==> src/rtl/gll_pkg.sv <==
// shared types, character constants and helpers for the gll sentence parser
`default_nettype none
package gll_pkg;

  localparam int FIELD_DEPTH_DEF = 12;

  localparam logic [7:0] CH_DOLLAR = 8'h24;  // '$'
  localparam logic [7:0] CH_G      = 8'h47;  // 'G'
  localparam logic [7:0] CH_P      = 8'h50;  // 'P'
  localparam logic [7:0] CH_L      = 8'h4C;  // 'L'
  localparam logic [7:0] CH_COMMA  = 8'h2C;  // ','

  // result field codes; bits [2:1] of a text field select its memory bank
  typedef enum logic [2:0] {
    FLD_LAT    = 3'd0,
    FLD_NS     = 3'd1,
    FLD_LON    = 3'd2,
    FLD_EW     = 3'd3,
    FLD_TIME   = 3'd4,
    FLD_STATUS = 3'd5
  } field_id_t;

  typedef struct packed {
    logic       start;
    logic [7:0] status_char;
    logic [7:0] north_south;
    logic [7:0] east_west;
    logic       dropped;
  } gll_ctrl_t;

  // expected character for header states one to six ("GPGLL,")
  function automatic logic [7:0] header_char(input logic [2:0] idx);
    logic [7:0] ch;
    case (idx)
      3'd1: ch = CH_G;
      3'd2: ch = CH_P;
      3'd3: ch = CH_G;
      3'd4: ch = CH_L;
      3'd5: ch = CH_L;
      3'd6: ch = CH_COMMA;
      default: ch = CH_DOLLAR;
    endcase
    return ch;
  endfunction

endpackage
`default_nettype wire

==> src/rtl/gll_byte_if.sv <==
// valid/ready channel carrying one received character
`default_nettype none
interface gll_byte_if;
  logic       valid;
  logic       ready;
  logic [7:0] rx_byte;

  modport source (output valid, output rx_byte, input ready);
  modport sink   (input valid, input rx_byte, output ready);
endinterface
`default_nettype wire

==> src/rtl/gll_result_if.sv <==
// valid/ready channel carrying one tagged result character
`default_nettype none
interface gll_result_if
  import gll_pkg::*;
#(
  parameter int FIELD_DEPTH = FIELD_DEPTH_DEF
);
  localparam int POS_W = $clog2(FIELD_DEPTH);
  localparam int LEN_W = $clog2(FIELD_DEPTH + 1);

  logic             valid;
  logic             ready;
  logic [2:0]       field_id;
  logic [POS_W-1:0] position;
  logic [7:0]       character;
  logic [LEN_W-1:0] field_length;
  logic             overflow;
  logic             last;

  modport source (output valid, output field_id, output position, output character,
                  output field_length, output overflow, output last, input ready);
  modport sink   (input valid, input field_id, input position, input character,
                  input field_length, input overflow, input last, output ready);
endinterface
`default_nettype wire

==> src/rtl/nmea_gll_sentence_parser.sv <==
// gll sentence parser: header matcher, field capture and burst playback
// the status character transfer starts the burst, which enters its read and load states
// each result then passes through memory read, load and transfer; transfer waits on output stalls
// while a burst plays out no character is taken; otherwise one character per cycle
// empty text fields are skipped in the read state of the burst without a transfer
// reset (rst, synchronous) returns to waiting for '$'; record memory is not cleared
`default_nettype none
module nmea_gll_sentence_parser
  import gll_pkg::*;
#(
  parameter int FIELD_DEPTH = FIELD_DEPTH_DEF
) (
  input  wire logic    clk,
  input  wire logic    rst,
  gll_byte_if.sink     char_stream,
  gll_result_if.source result_stream
);

  localparam int POS_W = $clog2(FIELD_DEPTH);
  localparam int LEN_W = $clog2(FIELD_DEPTH + 1);
  localparam int AW    = POS_W + 2;

  typedef enum logic [3:0] {
    S_IDLE      = 4'd0,
    S_HG1       = 4'd1,
    S_HP        = 4'd2,
    S_HG2       = 4'd3,
    S_HL1       = 4'd4,
    S_HL2       = 4'd5,
    S_HCOMMA    = 4'd6,
    S_LAT       = 4'd7,
    S_NS        = 4'd8,
    S_WAIT_LON  = 4'd9,
    S_LON       = 4'd10,
    S_EW        = 4'd11,
    S_WAIT_TIME = 4'd12,
    S_TIME      = 4'd13,
    S_STATUS    = 4'd14
  } parse_state_t;

  parse_state_t     state;
  logic [LEN_W-1:0] char_index;
  logic [LEN_W-1:0] lat_count;
  logic [LEN_W-1:0] lon_count;
  logic [LEN_W-1:0] time_count;
  logic [7:0]       north_south;
  logic [7:0]       east_west;
  logic             dropped;

  logic             accept;
  logic [7:0]       c;
  logic             busy;
  logic             cap_req;
  logic             fits;
  logic [1:0]       cap_bank;
  logic             wr_en;
  logic [AW-1:0]    wr_addr;
  gll_ctrl_t        ctrl;

  assign c                 = char_stream.rx_byte;
  assign char_stream.ready = !busy;
  assign accept            = char_stream.valid && char_stream.ready;

  // text capture: any character but '$' and ',' in a text field
  assign cap_req = accept && (c != CH_DOLLAR) && (c != CH_COMMA) &&
                   ((state == S_LAT) || (state == S_LON) || (state == S_TIME));
  assign fits    = (char_index < LEN_W'(FIELD_DEPTH));
  assign wr_en   = cap_req && fits;

  always_comb begin
    case (state)
      S_LAT:   cap_bank = FLD_LAT[2:1];
      S_LON:   cap_bank = FLD_LON[2:1];
      default: cap_bank = FLD_TIME[2:1];
    endcase
  end

  assign wr_addr = {cap_bank, char_index[POS_W-1:0]};

  assign ctrl.start       = accept && (state == S_STATUS) && (c != CH_DOLLAR);
  assign ctrl.status_char = c;
  assign ctrl.north_south = north_south;
  assign ctrl.east_west   = east_west;
  assign ctrl.dropped     = dropped;

  always_ff @(posedge clk) begin
    if (rst) begin
      state       <= S_IDLE;
      char_index  <= '0;
      lat_count   <= '0;
      lon_count   <= '0;
      time_count  <= '0;
      north_south <= '0;
      east_west   <= '0;
      dropped     <= 1'b0;
    end else if (accept) begin
      if ((state != S_IDLE) && (state <= S_STATUS) && (c == CH_DOLLAR)) begin
        state <= S_HG1;
      end else begin
        case (state)
          S_HG1, S_HP, S_HG2, S_HL1, S_HL2, S_HCOMMA: begin
            // a mismatch in the header holds the state
            if (c == header_char(state[2:0])) begin
              state <= parse_state_t'(state + 4'd1);
              if (state == S_HCOMMA) begin
                dropped    <= 1'b0;
                char_index <= '0;
                lat_count  <= '0;
              end
            end
          end
          S_LAT: begin
            if (c == CH_COMMA) begin
              state <= S_NS;
            end
          end
          S_NS: begin
            north_south <= c;
            state       <= S_WAIT_LON;
          end
          S_WAIT_LON: begin
            if (c == CH_COMMA) begin
              state      <= S_LON;
              char_index <= '0;
              lon_count  <= '0;
            end
          end
          S_LON: begin
            if (c == CH_COMMA) begin
              state <= S_EW;
            end
          end
          S_EW: begin
            east_west <= c;
            state     <= S_WAIT_TIME;
          end
          S_WAIT_TIME: begin
            if (c == CH_COMMA) begin
              state      <= S_TIME;
              char_index <= '0;
              time_count <= '0;
            end
          end
          S_TIME: begin
            if (c == CH_COMMA) begin
              state <= S_STATUS;
            end
          end
          S_STATUS: begin
            state      <= S_IDLE;
            char_index <= '0;
          end
          default: begin
            state <= (c == CH_DOLLAR) ? S_HG1 : S_IDLE;
          end
        endcase
        if (cap_req) begin
          if (fits) begin
            char_index <= char_index + LEN_W'(1);
            case (state)
              S_LAT:   lat_count  <= char_index + LEN_W'(1);
              S_LON:   lon_count  <= char_index + LEN_W'(1);
              default: time_count <= char_index + LEN_W'(1);
            endcase
          end else begin
            dropped <= 1'b1;
          end
        end
      end
    end
  end

  gll_burst #(
    .FIELD_DEPTH (FIELD_DEPTH)
  ) u_burst (
    .clk           (clk),
    .rst           (rst),
    .ctrl          (ctrl),
    .wr_en         (wr_en),
    .wr_addr       (wr_addr),
    .wr_data       (c),
    .lat_count     (lat_count),
    .lon_count     (lon_count),
    .time_count    (time_count),
    .busy          (busy),
    .result_stream (result_stream)
  );

`ifndef ASSERT_OFF
  a_no_overlap: assert property (@(posedge clk) disable iff (rst)
    !(char_stream.ready && result_stream.valid))
    else $error("character taken while a burst is playing out");

  a_index_bound: assert property (@(posedge clk) disable iff (rst)
    char_index <= LEN_W'(FIELD_DEPTH))
    else $error("capture index beyond field depth");

  a_burst_starts: assert property (@(posedge clk) disable iff (rst)
    ctrl.start |=> !char_stream.ready)
    else $error("status character did not start a burst");

  a_counts_bound: assert property (@(posedge clk) disable iff (rst)
    (lat_count <= LEN_W'(FIELD_DEPTH)) && (lon_count <= LEN_W'(FIELD_DEPTH)) &&
    (time_count <= LEN_W'(FIELD_DEPTH)))
    else $error("field count beyond field depth");
`endif

endmodule
`default_nettype wire

==> src/rtl/gll_burst.sv <==
// record memory and burst sequencer that plays a captured sentence out
`default_nettype none
module gll_burst
  import gll_pkg::*;
#(
  parameter int FIELD_DEPTH = FIELD_DEPTH_DEF
) (
  input  wire logic                               clk,
  input  wire logic                               rst,
  input  wire gll_ctrl_t                          ctrl,
  input  wire logic                               wr_en,
  input  wire logic [$clog2(FIELD_DEPTH)+1:0]     wr_addr,
  input  wire logic [7:0]                         wr_data,
  input  wire logic [$clog2(FIELD_DEPTH+1)-1:0]   lat_count,
  input  wire logic [$clog2(FIELD_DEPTH+1)-1:0]   lon_count,
  input  wire logic [$clog2(FIELD_DEPTH+1)-1:0]   time_count,
  output logic                                    busy,
  gll_result_if.source                            result_stream
);

  localparam int POS_W     = $clog2(FIELD_DEPTH);
  localparam int LEN_W     = $clog2(FIELD_DEPTH + 1);
  localparam int AW        = POS_W + 2;
  localparam int MEM_DEPTH = 3 * (2 ** POS_W);

  typedef enum logic [1:0] {
    B_IDLE,
    B_READ,
    B_LOAD,
    B_WAIT
  } burst_state_t;

  burst_state_t     bst;
  field_id_t        seg;
  logic [POS_W-1:0] pos;
  logic [7:0]       status_char;

  logic [7:0]       mem [0:MEM_DEPTH-1];
  logic [7:0]       rd_data;
  logic             rd_en;
  logic [AW-1:0]    rd_addr;

  logic             seg_is_text;
  logic [LEN_W-1:0] seg_count;
  logic [7:0]       single_char;

  assign seg_is_text = !seg[0];
  assign busy        = (bst != B_IDLE);

  always_comb begin
    case (seg)
      FLD_LAT:  seg_count = lat_count;
      FLD_LON:  seg_count = lon_count;
      FLD_TIME: seg_count = time_count;
      default:  seg_count = LEN_W'(1);
    endcase
  end

  always_comb begin
    case (seg)
      FLD_NS:  single_char = ctrl.north_south;
      FLD_EW:  single_char = ctrl.east_west;
      default: single_char = status_char;
    endcase
  end

  assign rd_en   = (bst == B_READ) && seg_is_text && (seg_count != '0);
  assign rd_addr = {seg[2:1], pos};

  always_ff @(posedge clk) begin
    if (wr_en) begin
      mem[wr_addr] <= wr_data;
    end
    if (rd_en) begin
      rd_data <= mem[rd_addr];
    end
  end

  always_ff @(posedge clk) begin
    if (rst) begin
      bst                 <= B_IDLE;
      seg                 <= FLD_LAT;
      pos                 <= '0;
      result_stream.valid <= 1'b0;
    end else begin
      case (bst)
        B_IDLE: begin
          if (ctrl.start) begin
            status_char <= ctrl.status_char;
            seg         <= FLD_LAT;
            pos         <= '0;
            bst         <= B_READ;
          end
        end
        B_READ: begin
          // empty text fields are skipped without a transfer
          if (seg_is_text && (seg_count == '0)) begin
            seg <= field_id_t'(seg + 3'd1);
          end else begin
            bst <= B_LOAD;
          end
        end
        B_LOAD: begin
          result_stream.character    <= seg_is_text ? rd_data : single_char;
          result_stream.field_id     <= seg;
          result_stream.position     <= pos;
          result_stream.field_length <= seg_count;
          result_stream.overflow     <= ctrl.dropped;
          result_stream.last         <= (seg == FLD_STATUS);
          result_stream.valid        <= 1'b1;
          bst                        <= B_WAIT;
        end
        B_WAIT: begin
          if (result_stream.ready) begin
            result_stream.valid <= 1'b0;
            if (seg == FLD_STATUS) begin
              bst <= B_IDLE;
            end else if (seg_is_text && ((LEN_W'(pos) + LEN_W'(1)) < seg_count)) begin
              pos <= pos + POS_W'(1);
              bst <= B_READ;
            end else begin
              seg <= field_id_t'(seg + 3'd1);
              pos <= '0;
              bst <= B_READ;
            end
          end
        end
        default: bst <= B_IDLE;
      endcase
    end
  end

endmodule
`default_nettype wire

==> src/flat_wrapper.sv <==
// flat-port wrapper written by rule: the top's interface ports become plain ports
module nmea_gll_sentence_parser_flat import gll_pkg::*;
#(
  parameter int FIELD_DEPTH = FIELD_DEPTH_DEF
)
  (clk, rst, char_stream_valid, char_stream_rx_byte, char_stream_ready, result_stream_valid, result_stream_field_id, result_stream_position, result_stream_character, result_stream_field_length, result_stream_overflow, result_stream_last, result_stream_ready);
  gll_byte_if char_stream_i ();
  gll_result_if #(.FIELD_DEPTH(FIELD_DEPTH)) result_stream_i ();
  input  wire logic clk;
  input  wire logic rst;
  input wire logic [$bits(char_stream_i.valid)-1:0] char_stream_valid;
  input wire logic [$bits(char_stream_i.rx_byte)-1:0] char_stream_rx_byte;
  output wire logic [$bits(char_stream_i.ready)-1:0] char_stream_ready;
  output wire logic [$bits(result_stream_i.valid)-1:0] result_stream_valid;
  output wire logic [$bits(result_stream_i.field_id)-1:0] result_stream_field_id;
  output wire logic [$bits(result_stream_i.position)-1:0] result_stream_position;
  output wire logic [$bits(result_stream_i.character)-1:0] result_stream_character;
  output wire logic [$bits(result_stream_i.field_length)-1:0] result_stream_field_length;
  output wire logic [$bits(result_stream_i.overflow)-1:0] result_stream_overflow;
  output wire logic [$bits(result_stream_i.last)-1:0] result_stream_last;
  input wire logic [$bits(result_stream_i.ready)-1:0] result_stream_ready;
  assign char_stream_i.valid = char_stream_valid;
  assign char_stream_i.rx_byte = char_stream_rx_byte;
  assign char_stream_ready = char_stream_i.ready;
  assign result_stream_valid = result_stream_i.valid;
  assign result_stream_field_id = result_stream_i.field_id;
  assign result_stream_position = result_stream_i.position;
  assign result_stream_character = result_stream_i.character;
  assign result_stream_field_length = result_stream_i.field_length;
  assign result_stream_overflow = result_stream_i.overflow;
  assign result_stream_last = result_stream_i.last;
  assign result_stream_i.ready = result_stream_ready;
  nmea_gll_sentence_parser #(.FIELD_DEPTH(FIELD_DEPTH)) u_core (.clk(clk), .rst(rst), .char_stream(char_stream_i), .result_stream(result_stream_i));
endmodule
==> config.mk <==
export PLATFORM = sky130hd
export DESIGN_NAME = nmea_gll_sentence_parser_flat
export DESIGN_NICKNAME = d
export VERILOG_FILES = /design/src/rtl/gll_pkg.sv /design/src/rtl/gll_byte_if.sv /design/src/rtl/gll_result_if.sv /design/src/rtl/nmea_gll_sentence_parser.sv /design/src/rtl/gll_burst.sv /design/src/flat_wrapper.sv
export SDC_FILE = /design/constraint.sdc
export NUM_CORES = 1
export LEC_CHECK = 0
export BUFFER_PORTS_ARGS = -buffer_cell sky130_fd_sc_hd__buf_2
export CORE_MARGIN = 2
export CORE_UTILIZATION = 40
export DETAILED_ROUTE_END_ITERATION = 10
export GPL_ROUTABILITY_DRIVEN = 0
export PLACE_DENSITY = 0.57
export SLEW_MARGIN = 0
export SYNTH_ARGS = -nofsm -noshare
export SYNTH_HDL_FRONTEND = slang
export SYNTH_SLANG_ARGS = --single-unit
==> constraint.sdc <==
create_clock -name clk -period 3.05 [get_ports clk]
set_clock_uncertainty 0.15 [all_clocks]
set_input_delay 0.915 -clock clk [delete_from_list [all_inputs] [get_ports clk]]
set_output_delay 0.915 -clock clk [all_outputs]
set_load 0.01 [all_outputs]
==> results of run 1 <==
report_power, final:
| part | switching [uW] | internal (uW) | total, uW |
|---|---|---|---|
| Sequential | 30.5 | 7100 | 7130 |
| Clock | 2370 | 3380 | 5750 |
| Combinational | 346 | 185 | 532 |
| Total | 2750 | 10700 | 13400 |
registers in the layout, indices dropped and copies added, names as in the netlist, 8 cells and up:
signal	count
u_core.u_burst.mem	384
u_core.east_west	8
u_core.north_south	8
u_core.u_burst.rd_data	8
u_core.u_burst.result_stream.character	8
u_core.u_burst.status_char	8
cell usage in the layout, fill, tap and decap left out, types with 5 or more instances in the layout:
cell       count
nand2b_1       5
and2_1         7
bufinv_16      5
nand3_1       18
a22oi_1       10
o21ai_1        9
nor2_1        90
clkinv_2       9
buf_4         88
edfxtp_1     421
buf_12        10
nand3b_1       5
ha_1          18
buf_2         34
clkbuf_16     49
o21ai_0        7
mux4_2       120
inv_1         17
mux2i_1       19
clkinv_1      11
a31oi_1       23
o21a_1         5
dfxtp_1       42
nand2_1       56
nor3_1        10
a21oi_1       13
clkbuf_1      15
conb_1        96
layout make-up:
cell class	instances	area share (%)
multi-input cells	599	24.2
flip-flops and latches	468	60.7
well taps	607	3.39
repair buffers	132	4.60
inverters	20	0.341
clock buffers	64	5.72
clock inverters	26	1.11
repair_timing:
action	in CTS	in global routing
setup buffers	0	1
gates resized for setup	0	8
endpoints found under the setup margin	0	65
metrics by stage:
stage	std cells	TNS [ns]	utilization, %
after CTS	1915	0	48.0
after global placement	1825	-95.35	44.7
after global routing	1916	0	48.0
after floorplan	1143	0	-
after detailed placement	1825	-96.53	44.7
final	1916	0	48.0
path summary, 6_finish.rpt:
| path | start | to | slack, ns | cells after the start |
|---|---|---|---|---|
| worst max register to register | u_core.state[0] | u_core.lat_count[3] | 0.15 | 11 |
| worst min register to register | u_core.time_count[2] | u_core.time_count[2] | 0.33 | 1 |
| worst min-delay path | u_core.time_count[2] | u_core.time_count[2] | 0.33 | 1 |
| worst max-delay path | u_core.state[0] | u_core.lat_count[3] | 0.15 | 11 |
routing by layer:
metal	wire length, um	vias up
met4	863	0
met5	0	-
met2	20500	275
met1	19500	5321
li1	-	4576
met3	2150	55
cell families after synthesis:
| logic type | after synthesis | share of synthesized area (%) |
|---|---|---|
| other | 1 | 0.0198 |
| buffers and inverters | 76 | 1.61 |
| AND/OR/NAND/NOR | 231 | 5.77 |
| AO/OA/AOI/OAI | 109 | 3.98 |
| multiplexers | 140 | 15.4 |
| XOR/XNOR | 4 | 0.185 |
| adder cells (fa/ha/maj) | 19 | 1.26 |
| flip-flops | 468 | 71.8 |
==> results.md, run 1 <==
- Syn Inst Count: between 1,000 and 1,500
- # clock sinks: ~470
- YS warnings: 0
- Vias in the first global route: slightly above 10,000
- DRT antenna net count: 0
- Total Routing Usage GR: a little under a fifth
- CP max stage delay: ~0.53 ns
- GR Util met3: 2.60%
- Multi-input logic area: between 0.005 and 0.006 mm^2
- PD cells: 599 mW/mm^2
- TritonCTS clock tree: built
- Yosys reg bits: approximately 470
- HPWL after DPL: 28.3 mm
- FFs w/ async S/R, synth: 0%
- DP Area: 0.0208 mm^2
- Post-route cell area: between 0.02 and 0.025 mm^2
- Initial antenna violation count: 2
- Critical path class: flop to flop
- Cell Chain, Critical Path: inv_1, ha_1, buf_4, and2_1, or4_1, a222oi_1, buf_4, nand4_1, buf_4, a31oi_1, nor2_1
- Die Ht: around 220 um
- Final wirelength: roughly 43 mm
- GRT met2 Usage: 28.6%
- Main flop type after synthesis: edfxtp_1
- Met1 Usage GRT: 26.0%
- Per-cell routed wire length: between 20 and 25 um
- Critical Path RT: about 3.4 ns
- Number of synthesized flops with an enable pin: roughly 420
- Drt drc: 4
- Rows: 79
- Total congestion overflow: 0
- First-pass GRT wire length: 65.8 mm
- Lkg Pwr: 0.00747 uW
- Filler Cell Count: a little under 4,000
- ANT cells: 0
- Family with the most delay on the worst path: simple AND/OR/NAND/NOR gates
- Place WS: -0.370 ns
- Final Net Count: ~1,300
- Largest area contributor in the netlist: edfxtp_1
- Reg area: approximately 0.014 mm^2
- Failing checks: design-rule violations
- Syn_area_per_cell: about 18 um^2
- Worst slew margin: approximately 30%
- Overall Power: 13,400 uW
- Max Freq: between 300 and 400 MHz
- Worst-path clk slew: 0.06 ns
- Post-synthesis sequential area ratio: between 70% and 80%
- Critical Path End Type: flop
- Pins over their slew limit: 0
- Via-to-Cell Ratio: about 5.3
- Worst slew pin tran: roughly 1.1 ns
- Post-synth cell types: 65
- Most used cell, CP: buf_4
- Final Setup Violations: 0
- Status: finished with violations
- Clk Latency, worst-skew pair: a little under 0.6 ns
- CP Max Fanout: 9
- CP Buf/Inv Count: 4
- Largest cells by area after synthesis: edfxtp_1 67%, mux4_2 14%, dfxtp_1 5.0%
- Global-route layer with the greatest usage: met2
- Period Utilization, post-route: a little over nine tenths
- Worst Path Arrival: roughly 3.2 ns
- H-tree depth: 2
- Initial Util: between 40% and 50%
- Final setup margin: about 0.15 ns
- First-pass iteration count of the detailed router: 8
- Die Width: 221 um
- Cts hold-fix bufs: 0
- Clock buffer depth: 3
- Core ar.: 0.0467 mm^2
- Maxcap violations: 0
- HP Class: flop to flop
- Total CTS buffers: 48
- Maximum vdd drop: roughly 0.36 mV
- Slowest CP cell: or4_1
- Iter 0 DRT Violations: 987
- Final hold slack: roughly 0.33 ns
- Most frequent cell after synthesis: edfxtp_1
- Top cell type's share of synthesized area: 66.9%
- Area grow syn2layout: 18.5%
- CTS root buffer: clkbuf_16
- RSZ-0062 raised after global routing: no
- Worst setup SP type: flop
- Die area: about 0.05 mm^2
- # port buffers: 34
- Min Clock Period, post-route: roughly 2.9 ns
- Vias post-DR: 10,227
- Largest net degree at the start of global routing: 53
- Mapped Area: 0.0189 mm^2
- Layout cells sized above 1: between 20% and 30%
- Post-synth top cells: 421 x edfxtp_1, 120 x mux4_2, 91 x nor2_1, 56 x nand2_1, 47 x dfxtp_1
- Hold Violations, Final: 0
- I/O pin count: 35
Power figures use the tool's default switching activity.
==> run 2: changes to the inputs <==
CORE_MARGIN = 5   (was 2)
SETUP_SLACK_MARGIN = 0.2   (was not set)
==> results.md, run 2 (synthesis gave the netlist of run 1 again) <==
- Status: complete, no violations
- HPWL after DPL: 28.6 mm
- DRT antenna net count: 0
- # port buffers: 34
- CTS root buffer: clkbuf_16
- Max Freq: 354 MHz
- Hold EP: u_core.lon_count[1]
- Final hold slack: ~0.33 ns
- Most frequent cells in the layout: 421 x edfxtp_1, 120 x mux4_2, 96 x conb_1
- Maximum vdd drop: about 0.35 mV
- Hold path depth: 1
- Initial antenna violation count: 2
- Final wirelength: 43.7 mm
- First-pass iteration count of the detailed router: 5
- Die Ht: about 230 um
- Critical path class: flop to flop
- Clk Latency, worst-skew pair: roughly 0.57 ns
- # clock sinks: between 400 and 500
- Launching point of the worst reg2reg path: u_core.state[0]
- Critical R2R Capture: u_core.state[3]
- I/O pin count: 35
- H-tree depth: 2
- Worst slew margin: between 20% and 30%
- Largest net degree at the start of global routing: 54
- Initial Util: just over 40%
- Via-to-Cell Ratio: around 5.4
- Lkg Pwr: around 0.0076 uW
- Cts hold-fix bufs: 0
- Iter 0 DRT Violations: 824
- Layout cells sized above 1: between 20% and 30%
- Die area: 0.0517 mm^2
- Biggest register: u_core.u_burst.mem
- Critical Path End Type: flop
- Total Routing Usage GR: 17.1%
- Fin util: between 40 and 50%
- Worst-path clk slew: ~0.060 ns
- Placed instance count: around 1,800
- PD cells: 599 mW/mm^2
- Pins over their slew limit: 0
- Min Clock Period, post-route: roughly 2.8 ns
- Maxcap violations: 0
- Worst Path Arrival: about 3.2 ns
- CP Max Fanout: 10
- Per-cell routed wire length: 22.7 um
- Vias in the first global route: 10,525
- R2r worst-path depth: 11
- R2R Setup Slk: 0.23 ns
- Rows: between 70 and 80
- Hold path start: u_core.lon_count[1]
- First-pass GRT wire length: between 60 and 70 mm
- Most common cell after layout, fill and taps aside: edfxtp_1
- Die Width: approximately 230 um
- Period Utilization, post-route: 92.5%
- Total congestion overflow: 0
- Hold Violations, Final: 0
- Final Setup Violations: 0
- Setup TNS: 0 ns
- Number of flip-flops in the largest register: roughly 380
- Final Net Count: 1,307
- Layout Cells excl Fill: 1,921
- HP Class: flop to flop
- Total CTS buffers: 48
- RSZ-0062 raised after global routing: yes
- Drt drc: 0
- Core ar.: about 0.047 mm^2
- Critical Path RT: roughly 3.4 ns
- Worst slew pin tran: between 1 and 1.5 ns
- Area grow syn2layout: 20.6%
- Vias post-DR: roughly 10,000
- Clock buffer depth: 3
- TritonCTS clock tree: built
- Worst setup SP type: flop
[run 2: timing repair]
item / CTS / global route
pin swaps: 2 / 10
resized for setup: 16 / 30
setup endpoints to repair: 252 / 231
cloned: 0 / 0
setup buffers: 0 / 5
[run 2: per-layer routing]
layer / share of wire (%) / vias to the layer above / GRT usage (%)
met1: 44 / 5357 / 24.3
met5: 0 / - / 0
met4: 2.4 / 0 / 4.46
met2: 47 / 298 / 27.3
li1: - / 4593 / -
met3: 6.1 / 82 / 3.64
[run 2: stage by stage]
step / power, uW / area (um^2) / setup slack [ns]
3_5_place_dp: 7810 / 20900 / -0.536
6_report: 13700 / 22800 / 0.228
5_1_grt: 14100 / 22800 / 0.143
3_3_place_gp: 7800 / 20900 / -0.486
2_1_floorplan: 7530 / 19300 / 0.130
4_1_cts: 13800 / 22600 / 0.111
[run 2: layout make-up]
cell class,instances,area [um^2]
inverter,20,80.1
fill,3965,23900
sequential,468,13600
antenna,1,2.50
multi-input combinational,599,5610
clock inverter,22,254
tap,607,759
clock buffer,65,1350
timing repair buffer,139,1140
[run 2: worst max path at each step]
stage | from | endpoint | slack (ns) | cells after the start
2_1_floorplan | char_stream_rx_byte[2] | u_core.u_burst.mem[11][0] | 0.13 | 7
3_3_place_gp | char_stream_rx_byte[7] | u_core.u_burst.mem[41][2] | -0.49 | 10
3_5_place_dp | char_stream_rx_byte[7] | u_core.u_burst.mem[41][2] | -0.54 | 10
4_1_cts | u_core.state[1] | u_core.u_burst.mem[34][5] | 0.11 | 6
5_1_grt | u_core.state[0] | u_core.state[3] | 0.14 | 11
6_report | u_core.state[0] | u_core.state[3] | 0.23 | 11
[run 2: worst max-delay path: stages (launching register included)]
cell and delay (ns):
dfxtp_4 0.36, inv_1 0.05, ha_1 0.20, buf_4 0.14, buf_6 0.13, and2_4 0.17, or4_1 0.51, a222oi_1 0.36
buf_4 0.19, a21boi_2 0.07, nand3b_1 0.23, o21ai_1 0.18
[run 2: power by group]
group | switching [uW] | internal [uW] | total [uW]
Clock | 2360 | 3600 | 5960
Sequential | 32.1 | 7100 | 7130
Combinational | 366 | 204 | 570
Total | 2760 | 10900 | 13700
